`src/rtl/ordq_pkg.sv`:
```
// ----------------------------------------------------------------------------
// ordq_pkg
// Shared types and constants of the output-restricted deque.
// ----------------------------------------------------------------------------
`default_nettype none

package ordq_pkg;

  // Word and field widths of a request and its result.
  localparam int WORD_W   = 32;
  localparam int OP_W     = 2;
  localparam int STATUS_W = 2;
  localparam int FILL_W   = 5;

  // Default number of slots in the ring.
  localparam int DEFAULT_DEPTH = 16;

  // Word returned by a pop from an empty queue.
  localparam logic signed [WORD_W-1:0] UNDERFLOW_WORD = -32'sd999;

  typedef enum logic [OP_W-1:0] {
    OP_PUSH_REAR  = 2'd0,
    OP_PUSH_FRONT = 2'd1,
    OP_POP_FRONT  = 2'd2
  } ordq_op_t;

  typedef enum logic [STATUS_W-1:0] {
    ST_OK    = 2'd0,
    ST_EMPTY = 2'd1,
    ST_FULL  = 2'd2
  } ordq_status_t;

endpackage : ordq_pkg

`default_nettype wire

```
`src/rtl/output_restricted_deque_core.sv`:
```
// ----------------------------------------------------------------------------
// output_restricted_deque_core
// Output-restricted deque of signed 32-bit words kept in a ring buffer RAM.
// ----------------------------------------------------------------------------
//
//   Channel  Handshake            Payload
//   -------  -------------------  ------------------------------------------
//   in_      in_valid / in_stall  in_operation, in_data_in
//   out_     out_valid/out_stall  out_data_out, out_status, out_fill_count
//
// A push, a failed pop, or an unused operation code has its result loaded into
// the output register at the edge that accepts it. A pop that finds a word
// passes through the registered read port of the slot RAM before its word is
// loaded into the output register; the input stalls during the read.
// A new request is accepted while the previous result is being taken.
// Reset clears the pointers, the occupancy, the pending-read flag and the output
// valid flag; the slot RAM is not cleared, since only written slots are ever popped.
// ----------------------------------------------------------------------------
`default_nettype none

module output_restricted_deque_core #(
  parameter int DEPTH = ordq_pkg::DEFAULT_DEPTH
) (
  input  wire logic                                clk,
  input  wire logic                                rst_n,
  // Request channel.
  input  wire logic                                in_valid,
  output logic                                     in_stall,
  input  wire logic [ordq_pkg::OP_W-1:0]           in_operation,
  input  wire logic signed [ordq_pkg::WORD_W-1:0]  in_data_in,
  // Result channel.
  output logic                                     out_valid,
  input  wire logic                                out_stall,
  output logic signed [ordq_pkg::WORD_W-1:0]       out_data_out,
  output logic [ordq_pkg::STATUS_W-1:0]            out_status,
  output logic [ordq_pkg::FILL_W-1:0]              out_fill_count
);

  import ordq_pkg::*;

  localparam int PTR_W = $clog2(DEPTH);
  localparam int OCC_W = $clog2(DEPTH + 1);

  // Ring pointers and occupancy. The head points at the front word; the tail
  // points at the free slot behind the rear word.
  logic [PTR_W-1:0] head_r, head_nxt;
  logic [PTR_W-1:0] tail_r, tail_nxt;
  logic [OCC_W-1:0] occ_r,  occ_nxt;

  // Set while a pop waits for its word from the RAM.
  logic             rd_pend_r, rd_pend_nxt;

  // Output register.
  logic                     out_valid_r, out_valid_nxt;
  logic signed [WORD_W-1:0] out_data_r,  out_data_nxt;
  logic [STATUS_W-1:0]      out_status_r, out_status_nxt;
  logic [FILL_W-1:0]        out_fill_r,  out_fill_nxt;

  // RAM ports.
  logic              ram_we;
  logic              ram_re;
  logic [PTR_W-1:0]  ram_waddr;
  logic [PTR_W-1:0]  ram_raddr;
  logic [WORD_W-1:0] ram_wdata;
  logic [WORD_W-1:0] ram_rdata;

  // Result of the request accepted in this cycle.
  logic                     load_out;
  logic signed [WORD_W-1:0] res_data;
  ordq_status_t             res_status;

  logic                     accept;
  logic                     out_take;
  logic                     is_full;
  logic                     is_empty;
  logic [OCC_W+FILL_W-1:0]  occ_ext;

  ordq_ram #(
    .WIDTH (WORD_W),
    .DEPTH (DEPTH)
  ) u_slots (
    .clk   (clk),
    .we    (ram_we),
    .waddr (ram_waddr),
    .wdata (ram_wdata),
    .re    (ram_re),
    .raddr (ram_raddr),
    .rdata (ram_rdata)
  );

  // The input waits while a pop read is in flight, or while a finished
  // result is held by the receiver. A result being taken this cycle frees
  // the output register for the next request.
  assign out_take = out_valid_r && !out_stall;
  assign in_stall = rd_pend_r || (out_valid_r && out_stall);
  assign accept   = in_valid && !in_stall;

  assign is_full  = (occ_r == OCC_W'(DEPTH));
  assign is_empty = (occ_r == '0);

  always_comb begin
    head_nxt    = head_r;
    tail_nxt    = tail_r;
    occ_nxt     = occ_r;
    rd_pend_nxt = 1'b0;
    ram_we      = 1'b0;
    ram_re      = 1'b0;
    ram_waddr   = tail_r;
    ram_raddr   = head_r;
    ram_wdata   = in_data_in;
    load_out    = 1'b0;
    res_data    = '0;
    res_status  = ST_OK;

    if (accept) begin
      load_out = 1'b1;
      unique case (in_operation)
        OP_PUSH_REAR: begin
          if (is_full) begin
            res_status = ST_FULL;
          end else begin
            ram_we    = 1'b1;
            ram_waddr = tail_r;
            tail_nxt  = (tail_r == PTR_W'(DEPTH - 1)) ? '0 : tail_r + 1'b1;
            occ_nxt   = occ_r + 1'b1;
          end
        end
        OP_PUSH_FRONT: begin
          if (is_full) begin
            res_status = ST_FULL;
          end else begin
            head_nxt  = (head_r == '0) ? PTR_W'(DEPTH - 1) : head_r - 1'b1;
            ram_we    = 1'b1;
            ram_waddr = head_nxt;
            occ_nxt   = occ_r + 1'b1;
          end
        end
        OP_POP_FRONT: begin
          if (is_empty) begin
            res_data   = UNDERFLOW_WORD;
            res_status = ST_EMPTY;
          end else begin
            // The word arrives from the registered RAM read port in the next cycle.
            load_out    = 1'b0;
            rd_pend_nxt = 1'b1;
            ram_re      = 1'b1;
            ram_raddr   = head_r;
            occ_nxt     = occ_r - 1'b1;
            if (occ_r == OCC_W'(1)) begin
              // The last word leaves: the ring restarts at slot zero.
              head_nxt = '0;
              tail_nxt = '0;
            end else begin
              head_nxt = (head_r == PTR_W'(DEPTH - 1)) ? '0 : head_r + 1'b1;
            end
          end
        end
        default: begin
          // An unused operation code changes nothing and reports ok.
        end
      endcase
    end
  end

  assign occ_ext = {{FILL_W{1'b0}}, occ_nxt};

  // Output register next values. Status and fill count are known at the
  // accepting edge for every request; a pop's word is loaded at the edge after it.
  always_comb begin
    out_valid_nxt  = out_valid_r;
    out_data_nxt   = out_data_r;
    out_status_nxt = out_status_r;
    out_fill_nxt   = out_fill_r;

    if (out_take) begin
      out_valid_nxt = 1'b0;
    end
    if (accept) begin
      out_status_nxt = res_status;
      out_fill_nxt   = occ_ext[FILL_W-1:0];
    end
    if (load_out) begin
      out_valid_nxt = 1'b1;
      out_data_nxt  = res_data;
    end else if (rd_pend_r) begin
      out_valid_nxt = 1'b1;
      out_data_nxt  = ram_rdata;
    end
  end

  always_ff @(posedge clk) begin
    if (!rst_n) begin
      head_r      <= '0;
      tail_r      <= '0;
      occ_r       <= '0;
      rd_pend_r   <= 1'b0;
      out_valid_r <= 1'b0;
    end else begin
      head_r      <= head_nxt;
      tail_r      <= tail_nxt;
      occ_r       <= occ_nxt;
      rd_pend_r   <= rd_pend_nxt;
      out_valid_r <= out_valid_nxt;
    end
  end

  always_ff @(posedge clk) begin
    out_data_r   <= out_data_nxt;
    out_status_r <= out_status_nxt;
    out_fill_r   <= out_fill_nxt;
  end

  assign out_valid      = out_valid_r;
  assign out_data_out   = out_data_r;
  assign out_status     = out_status_r;
  assign out_fill_count = out_fill_r;

  // A pop read only starts once the output register is free, so its word
  // never overwrites a result still waiting to be taken.
  a_read_out_free : assert property (@(posedge clk) disable iff (!rst_n)
    rd_pend_r |-> !out_valid_r)
    else $error("pop read in flight while output register holds a result");

  // No request may enter while a pop read is in flight.
  a_read_blocks_input : assert property (@(posedge clk) disable iff (!rst_n)
    rd_pend_r |-> in_stall)
    else $error("request accepted during a pop read");

  a_occ_bound : assert property (@(posedge clk) disable iff (!rst_n)
    occ_r <= OCC_W'(DEPTH))
    else $error("occupancy exceeds ring depth");

  // An empty ring always sits at slot zero.
  a_empty_reset_ptrs : assert property (@(posedge clk) disable iff (!rst_n)
    (occ_r == '0) |-> (head_r == '0 && tail_r == '0))
    else $error("empty ring with nonzero pointers");

endmodule : output_restricted_deque_core

`default_nettype wire

```
`src/rtl/ordq_ram.sv`:
```
// ----------------------------------------------------------------------------
// ordq_ram
// Generic single-clock RAM with one write port and one registered read port.
// ----------------------------------------------------------------------------
`default_nettype none

module ordq_ram #(
  parameter int WIDTH = 32,
  parameter int DEPTH = 16
) (
  input  wire logic                     clk,
  input  wire logic                     we,
  input  wire logic [$clog2(DEPTH)-1:0] waddr,
  input  wire logic [WIDTH-1:0]         wdata,
  input  wire logic                     re,
  input  wire logic [$clog2(DEPTH)-1:0] raddr,
  output logic      [WIDTH-1:0]         rdata
);

  logic [WIDTH-1:0] mem [DEPTH];

  always_ff @(posedge clk) begin
    if (we) begin
      mem[waddr] <= wdata;
    end
    if (re) begin
      rdata <= mem[raddr];
    end
  end

endmodule : ordq_ram

`default_nettype wire

```
`config.mk`:
```
export PLATFORM = sky130hd
export DESIGN_NAME = output_restricted_deque_core
export DESIGN_NICKNAME = d
export VERILOG_FILES = /design/src/rtl/ordq_pkg.sv /design/src/rtl/output_restricted_deque_core.sv /design/src/rtl/ordq_ram.sv
export SDC_FILE = /design/constraint.sdc
export NUM_CORES = 1
export LEC_CHECK = 0
export BUFFER_PORTS_ARGS = -buffer_cell sky130_fd_sc_hd__buf_2
export CAP_MARGIN = 20
export CORE_UTILIZATION = 39
export CTS_BUF_LIST = sky130_fd_sc_hd__clkbuf_16
export DETAILED_ROUTE_END_ITERATION = 16
export PLACE_DENSITY = 0.62
export SYNTH_ARGS = -nofsm -noshare
export SYNTH_HDL_FRONTEND = slang
export SYNTH_SLANG_ARGS = --single-unit
```
`constraint.sdc`:
```
create_clock -name clk -period 5.2 [get_ports clk]
set_clock_uncertainty 0.1 [all_clocks]
set_input_delay 0.78 -clock clk [delete_from_list [all_inputs] [get_ports clk]]
set_output_delay 0.78 -clock clk [all_outputs]
set_load 0.05 [all_outputs]
```
# Word level (Yosys, flattened, before mapping)
# Memories as Yosys holds them, arrays and structs flattened. A register that Yosys moved wholly into a read port is not among the register bits.
# Cells that the tools add are included.
[totals] ff_bits=54 ramBits=512 mem_count=1
[mem_list] memory="u_slots.mem" words=16 word_bits=32 read_ports=1 rd_clocked_by_memory_dff=1 wr=1 line_no="ordq_ram.sv:20" text="logic [WIDTH-1:0] mem [DEPTH];"
[op_classes] add_sub_neg=5 eq_ne=10 mux=40 reduce_logical=16
[op_table] op="two-way mux 32 bit" n=5
[op_table] op="two-way mux 4 bit" n=12
[op_table] op="one-hot mux 4 bit (2 select lines)" n=2
[op_table] op="two-way mux 1 bit" n=15
[op_table] op="two-way mux 5 bit" n=3
[op_table] op="one-hot mux 5 bit (2 select lines)" n=1
[op_table] op="adder 4 x 1 -> 4 bit (second input constant)" n=2
[op_table] op="equality test 4 bit (second input constant)" n=2
[op_table] op="inequality test 2 bit (second input constant)" n=4
[op_table] op="nonzero test 2 bit" n=3
[op_table] op="adder 5 x 1 -> 5 bit (second input constant)" n=1
[op_table] op="equality test 5 x 1 -> 1 bit (second input constant)" n=1
[op_table] op="equality test 5 bit (second input constant)" n=1
[op_table] op="zero test 5 bit" n=1
[op_table] op="AND reduction 5 bit" n=1
[op_table] op="subtractor 5 x 1 -> 5 bit (second input constant)" n=1
[op_table] op="zero test 4 bit" n=1
[op_table] op="one-hot mux 2 bit (2 select lines)" n=1
[op_table] op="AND reduction 4 bit" n=1
[op_table] op="subtractor 4 x 1 -> 4 bit (second input constant)" n=1
[op_table] op="logical AND 1 bit" n=3
[op_table] op="nonzero test 3 bit" n=1
[op_table] op="equality test 2 x 1 -> 1 bit (second input constant)" n=1
[op_table] op="equality test 2 bit (second input constant)" n=1
[op_table] op="other kinds (5)" n=6

# Longest topological paths before layout
[depth] depth_word=7 mapped_depth=9 mapped_depth_nobuf=6

# Modules after synthesis
# From an unflattened synthesis, not the netlist that was laid out.
[unflattened] cells_unflattened=1099 area_unflattened_um2=22864.4
[by_module_without_submodules] module="ordq_ram" instances=1 cells_per_inst=838 area_per_inst_um2=20155.6
[by_module_without_submodules] module="output_restricted_deque_core" instances=1 cells_per_inst=261 area_per_inst_um2=2708.8

# Worst setup path after synthesis
# No wires, ideal clock.
[synth_timing] path_kind="reg2reg" startpoint="reg head_r[1]" endpoint="mem u_slots.mem[8][0], enable pin" setup_ns=0.470 arrival_ns=4.643 required_time_ns=4.630 path_slack_ns=-0.013 stages_incl_launch_ff=10 n_path_buf=3 period_less_slack_ns=5.213 cell_sequence="dfxtp_1 -> clkbuf_1 -> clkbuf_1 -> clkbuf_1 -> inv_1 -> ha_1 -> nand2b_1 -> o21ai_0 -> or4_1 -> a211oi_1"
[synth_via] elab_chain_cells=5
[synth_rtl] item="from (decl)" line_no="output_restricted_deque_core.sv:46" text="logic [PTR_W-1:0] head_r, head_nxt;"
[synth_rtl] item="from (signal assigned)" line_no="output_restricted_deque_core.sv:199" text="head_r <= head_nxt;"
[synth_rtl] item="subtractor 4 x 1 -> 4 bit / zero test 4 bit (equally long branches)" line_no="output_restricted_deque_core.sv:132" text="head_nxt = (head_r == '0) ? PTR_W'(DEPTH - 1) : head_r - 1'b1;"
[synth_rtl] item="two-way mux 4 bit *" line_no="output_restricted_deque_core.sv:132"
[synth_rtl] item="two-way mux 4 bit *" line_no="output_restricted_deque_core.sv:129" text="if (is_full) begin"
[synth_rtl] item="two-way mux 4 bit *"
[synth_rtl] item="two-way mux 4 bit *" line_no="output_restricted_deque_core.sv:115" text="if (accept) begin"
[synth_rtl] item="to (decl)" line_no="ordq_ram.sv:20"
# Mark *: on every way between the ends. The rest lies on a longest branch, timed or not.

# Final worst setup path
[layout_timing] startpoint="reg occ_r[0]" endpoint="mem u_slots.mem[5][13], enable pin"
[layout_via] elab_chain_cells=6
[layout_rtl] item="from (decl)" line_no="output_restricted_deque_core.sv:48" text="logic [OCC_W-1:0] occ_r, occ_nxt;"
[layout_rtl] item="from (signal assigned)" line_no="output_restricted_deque_core.sv:201" text="occ_r <= occ_nxt;"
[layout_rtl] item="equality test 5 bit *" line_no="output_restricted_deque_core.sv:98" text="assign is_full = (occ_r == OCC_W'(DEPTH));"
[layout_rtl] item="two-way mux 1 bit" line_no="output_restricted_deque_core.sv:119, output_restricted_deque_core.sv:129"
[layout_rtl] item="two-way mux 1 bit"
[layout_rtl] item="two-way mux 1 bit" line_no="output_restricted_deque_core.sv:115"
[layout_rtl] item="two-way mux 1 bit" line_no="ordq_ram.sv:23" text="if (we) begin"
[layout_rtl] item="two-way mux 1 bit (not written as such)" line_no="ordq_ram.sv:24" text="mem[waddr] <= wdata;"
# Marks and branches as above.

==> run_results.csv <==
group,metric,value,unit
outcome,status,"completed",
synthesis,synthXorXnorAreaFrac,0.00115,
floorplan,die-area,59600,um^2
clock_network,path_clk_slew,0.06,ns
setup_path,crit_path_end_kind,"register",
setup_path,crit_path_start,"occ_r[0]",
sta,finalWorstSetupSlack,1.61,ns
placed_design,gp_congestion,0.773,
synthesis,synth_compound_area_frac,0.0400,
placed_design,hpwl,25400,um
synthesis,synth_edf_count,583,
floorplan,row_count,88,
sta,period_share,0.691,
placed_design,port_buffers,78,
synthesis,yosys.cell_types.count,60,
clock_network,clock-sinks,598,
global_route,antenna_found_initial,1,
setup_path,crit_chain,"inv_1, ha_1, nor4bb_1, nor4_1, o2111ai_1, a21oi_4, buf_4",
finish,n_fill_cell,4864,
clock_network,cts_buffers,58,
sta,slew_viol_final,0,
synthesis,synth_top_flop_cell,"edfxtp_1",
setup_path,critPathBufInv,2,
global_route,grt_overflow_total,0,
setup_path,crit_type,"reg -> reg",
finish,area_growth,14.5,%
clock_network,htreeDepth,2,
synthesis,synth_fa_ha_area_frac,0.00383,
setup_path,slowest_stage,"o2111ai_1",
setup_path,cp_top_family,"compound AO/OA/AOI/OAI gates",
pwr,leakage,8.21,nW
global_route,grt_max_degree,108,
min_path,min_from,"u_slots.rdata[5]",
sta,max_freq,278,MHz
floorplan,fp.dieH,244,um
pwr,peakVddDrop,255,uV
detailed_routing,drcViolationCount,0,
floorplan,die_w,244,um
finish,instances_no_fill,2028,
floorplan,initial_core_util,0.396,
synthesis,yosysTopAreaCellShare,0.765,
sta,hold_violations,0,
clock_network,cts_tree,"yes",
clock_network,postCtsSetupBuffers,0,
setup_path,start_kind,"register",
detailed_routing,viasPerCell,5.43,
global_route,grt_pass1_wl,72300,um
detailed_routing,drt_pre_antenna_iters,5,
floorplan,core_area,57800,um^2
synthesis,synth.avg_cell_area,20.5,um^2
min_path,hold_class,"reg -> reg",
synthesis,synth_simple_gate_area_share,0.0359,
sta,setup_tns,0,ns
synthesis,synth_largest_area_cell,"edfxtp_1",
sta,setup_viol,0,
setup_path,cp.required,5.35,ns
global_route,track_usage,0.162,
finish,layout-drive-gt1-share,0.267,
synthesis,ys_ff_latch,598,
synthesis,netlist_area,22900,um^2
synthesis,yosys-top-cells-area,"edfxtp_1 77%, mux4_2 13%, o22ai_1 1.8%, dfxtp_1 1.3%, nand2_1 1.1%",
setup_path,r2r-start,"occ_r[0]",
synthesis,synth_mux_area_frac,0.128,
detailed_routing,first_iter_violations,901,
flow_run,maxCapViolations,0,
global_route,grt_pass1_vias,11656,
setup_path,worstPathArrival,3.75,ns
synthesis,netlist_instances,1116,
sta,slew_headroom,0.263,
synthesis,synth_top_family_by_area,"multiplexers",
setup_path,cp_max_fo,32,
sta,rsz0062_at_grt,"false",
synthesis,synth_nets,1161,
sta,min_period,3.59,ns
clock_network,postCtsHoldBufs,0,
synthesis,seq_area_frac_synth,0.779,
synthesis,ys_warn_count,0,
detailed_routing,vias,11009,
clock_network,cts_root_buf,"clkbuf_16",
sta,worst_pin_slew,1.11,ns
clock_network,cts_resized,0,
finish,fin_nets,1263,
placed_design,preCtsSetupSlack,1.46,ns
sta,timing.hold.ws,0.416,ns
clock_network,clock_latency,0.62,ns
placed_design,placed_cells,1922,
synthesis,async_reset_ff_frac,0,
detailed_routing,ant_nets,0,
floorplan,io_pins,79,
detailed_routing,wire_per_inst,23.0,um
clock_network,max-clock-path-buffers,3,
setup_path,slowest_delay,0.65,ns
detailed_routing,wl,46700,um
pwr,powerDensity,387,nW/um^2
where the power goes:
| part | switching [W] | leakage (nW) | internal, W |
|---|---|---|---|
| Combinational | 0.000488 | 1.87 | 0.000254 |
| Sequential | 0.0000347 | 5.41 | 0.00539 |
| Clock | 0.00173 | 0.940 | 0.00224 |
Yosys cell counts, drive strengths merged (3+ instances only):
master  count
mux4      128
clkbuf     41
inv        10
nor2b       3
nand2      67
nand3       5
a311oi      3
o22ai      66
nor3        5
nand2b     10
buf        20
nand4       3
and2       10
mux2i       4
dfxtp      15
and3        3
o21ai       4
nand4b      4
a211oi      9
nor4b       3
or4         3
edfxtp    583
a21oi      17
nor2       42
o31ai       5
o211ai      7
a31oi       3
ha          7
cells in the final DEF, fill, tap and decap left out, drive strengths merged, types with 9 or more instances in the layout:
| cell | synthesis | final |
|---|---|---|
| inv | 10 | 30 |
| nor2 | 42 | 42 |
| dfxtp | 15 | 15 |
| clkinv | 0 | 19 |
| nand2 | 67 | 67 |
| mux4 | 128 | 128 |
| a21oi | 17 | 17 |
| nand2b | 10 | 10 |
| a211oi | 9 | 9 |
| edfxtp | 583 | 583 |
| o22ai | 66 | 66 |
| and2 | 10 | 10 |
| buf | 20 | 103 |
| clkbuf | 41 | 59 |
sequential cells by signal (all words and copies together), names as in the netlist:
signal          cells
out_fill_count      5
tail_r              4
out_data_out       32
u_slots.mem       512
u_slots.rdata      32
head_r              4
occ_r               5
rd_pend_r           1
out_valid           1
out_status          2
path summary, 6_finish.rpt:
path,endpoint,slack (ns),depth (start not counted)
worst max register to register,u_slots.mem[5][13],1.61,7
worst min-delay path,out_data_out[5],0.42,1
worst max-delay path,u_slots.mem[5][13],1.61,7
worst min register to register,out_data_out[5],0.42,1
stage by stage:
stage | util | instance area [um^2] | total power, W
floorplan | - | 22900 | 0.00602
global placement | 0.422 | 24400 | 0.00626
detailed placement | 0.422 | 24400 | 0.00628
CTS | 0.453 | 26200 | 0.0103
global route | 0.453 | 26200 | 0.0105
finish | 0.453 | 26200 | 0.0101
cells by family after synthesis:
kind of cell,Yosys count
and+or+nand+nor,169
adders and majority gates,7
DFF,598
xor gates and xnor gates,3
muxes,132
AOI/OAI and AO/OA,136
buffers and inverters,71
layout make-up:
cell class / count / area [um^2] / share of cell area
Sequential cell: 598 / 17800 / 0.680
Inverter: 10 / 37.5 / 0.00143
Tap cell: 765 / 957 / 0.0365
Timing Repair Buffer: 103 / 614 / 0.0234
Clock buffer: 59 / 1480 / 0.0564
Antenna cell: 1 / 2.50 / 0.0000955
Clock inverter: 45 / 312 / 0.0119
Multi-Input combinational cell: 447 / 4980 / 0.190
per-layer routing:
metal | share of wire | GRT usage | vias up
met5 | 0 | 0 | -
met4 | 0.022 | 0.0491 | 0
met3 | 0.048 | 0.0258 | 75
met2 | 0.50 | 0.267 | 260
met1 | 0.43 | 0.220 | 5821
li1 | - | - | 4853
(Power assumes the default switching activity.)
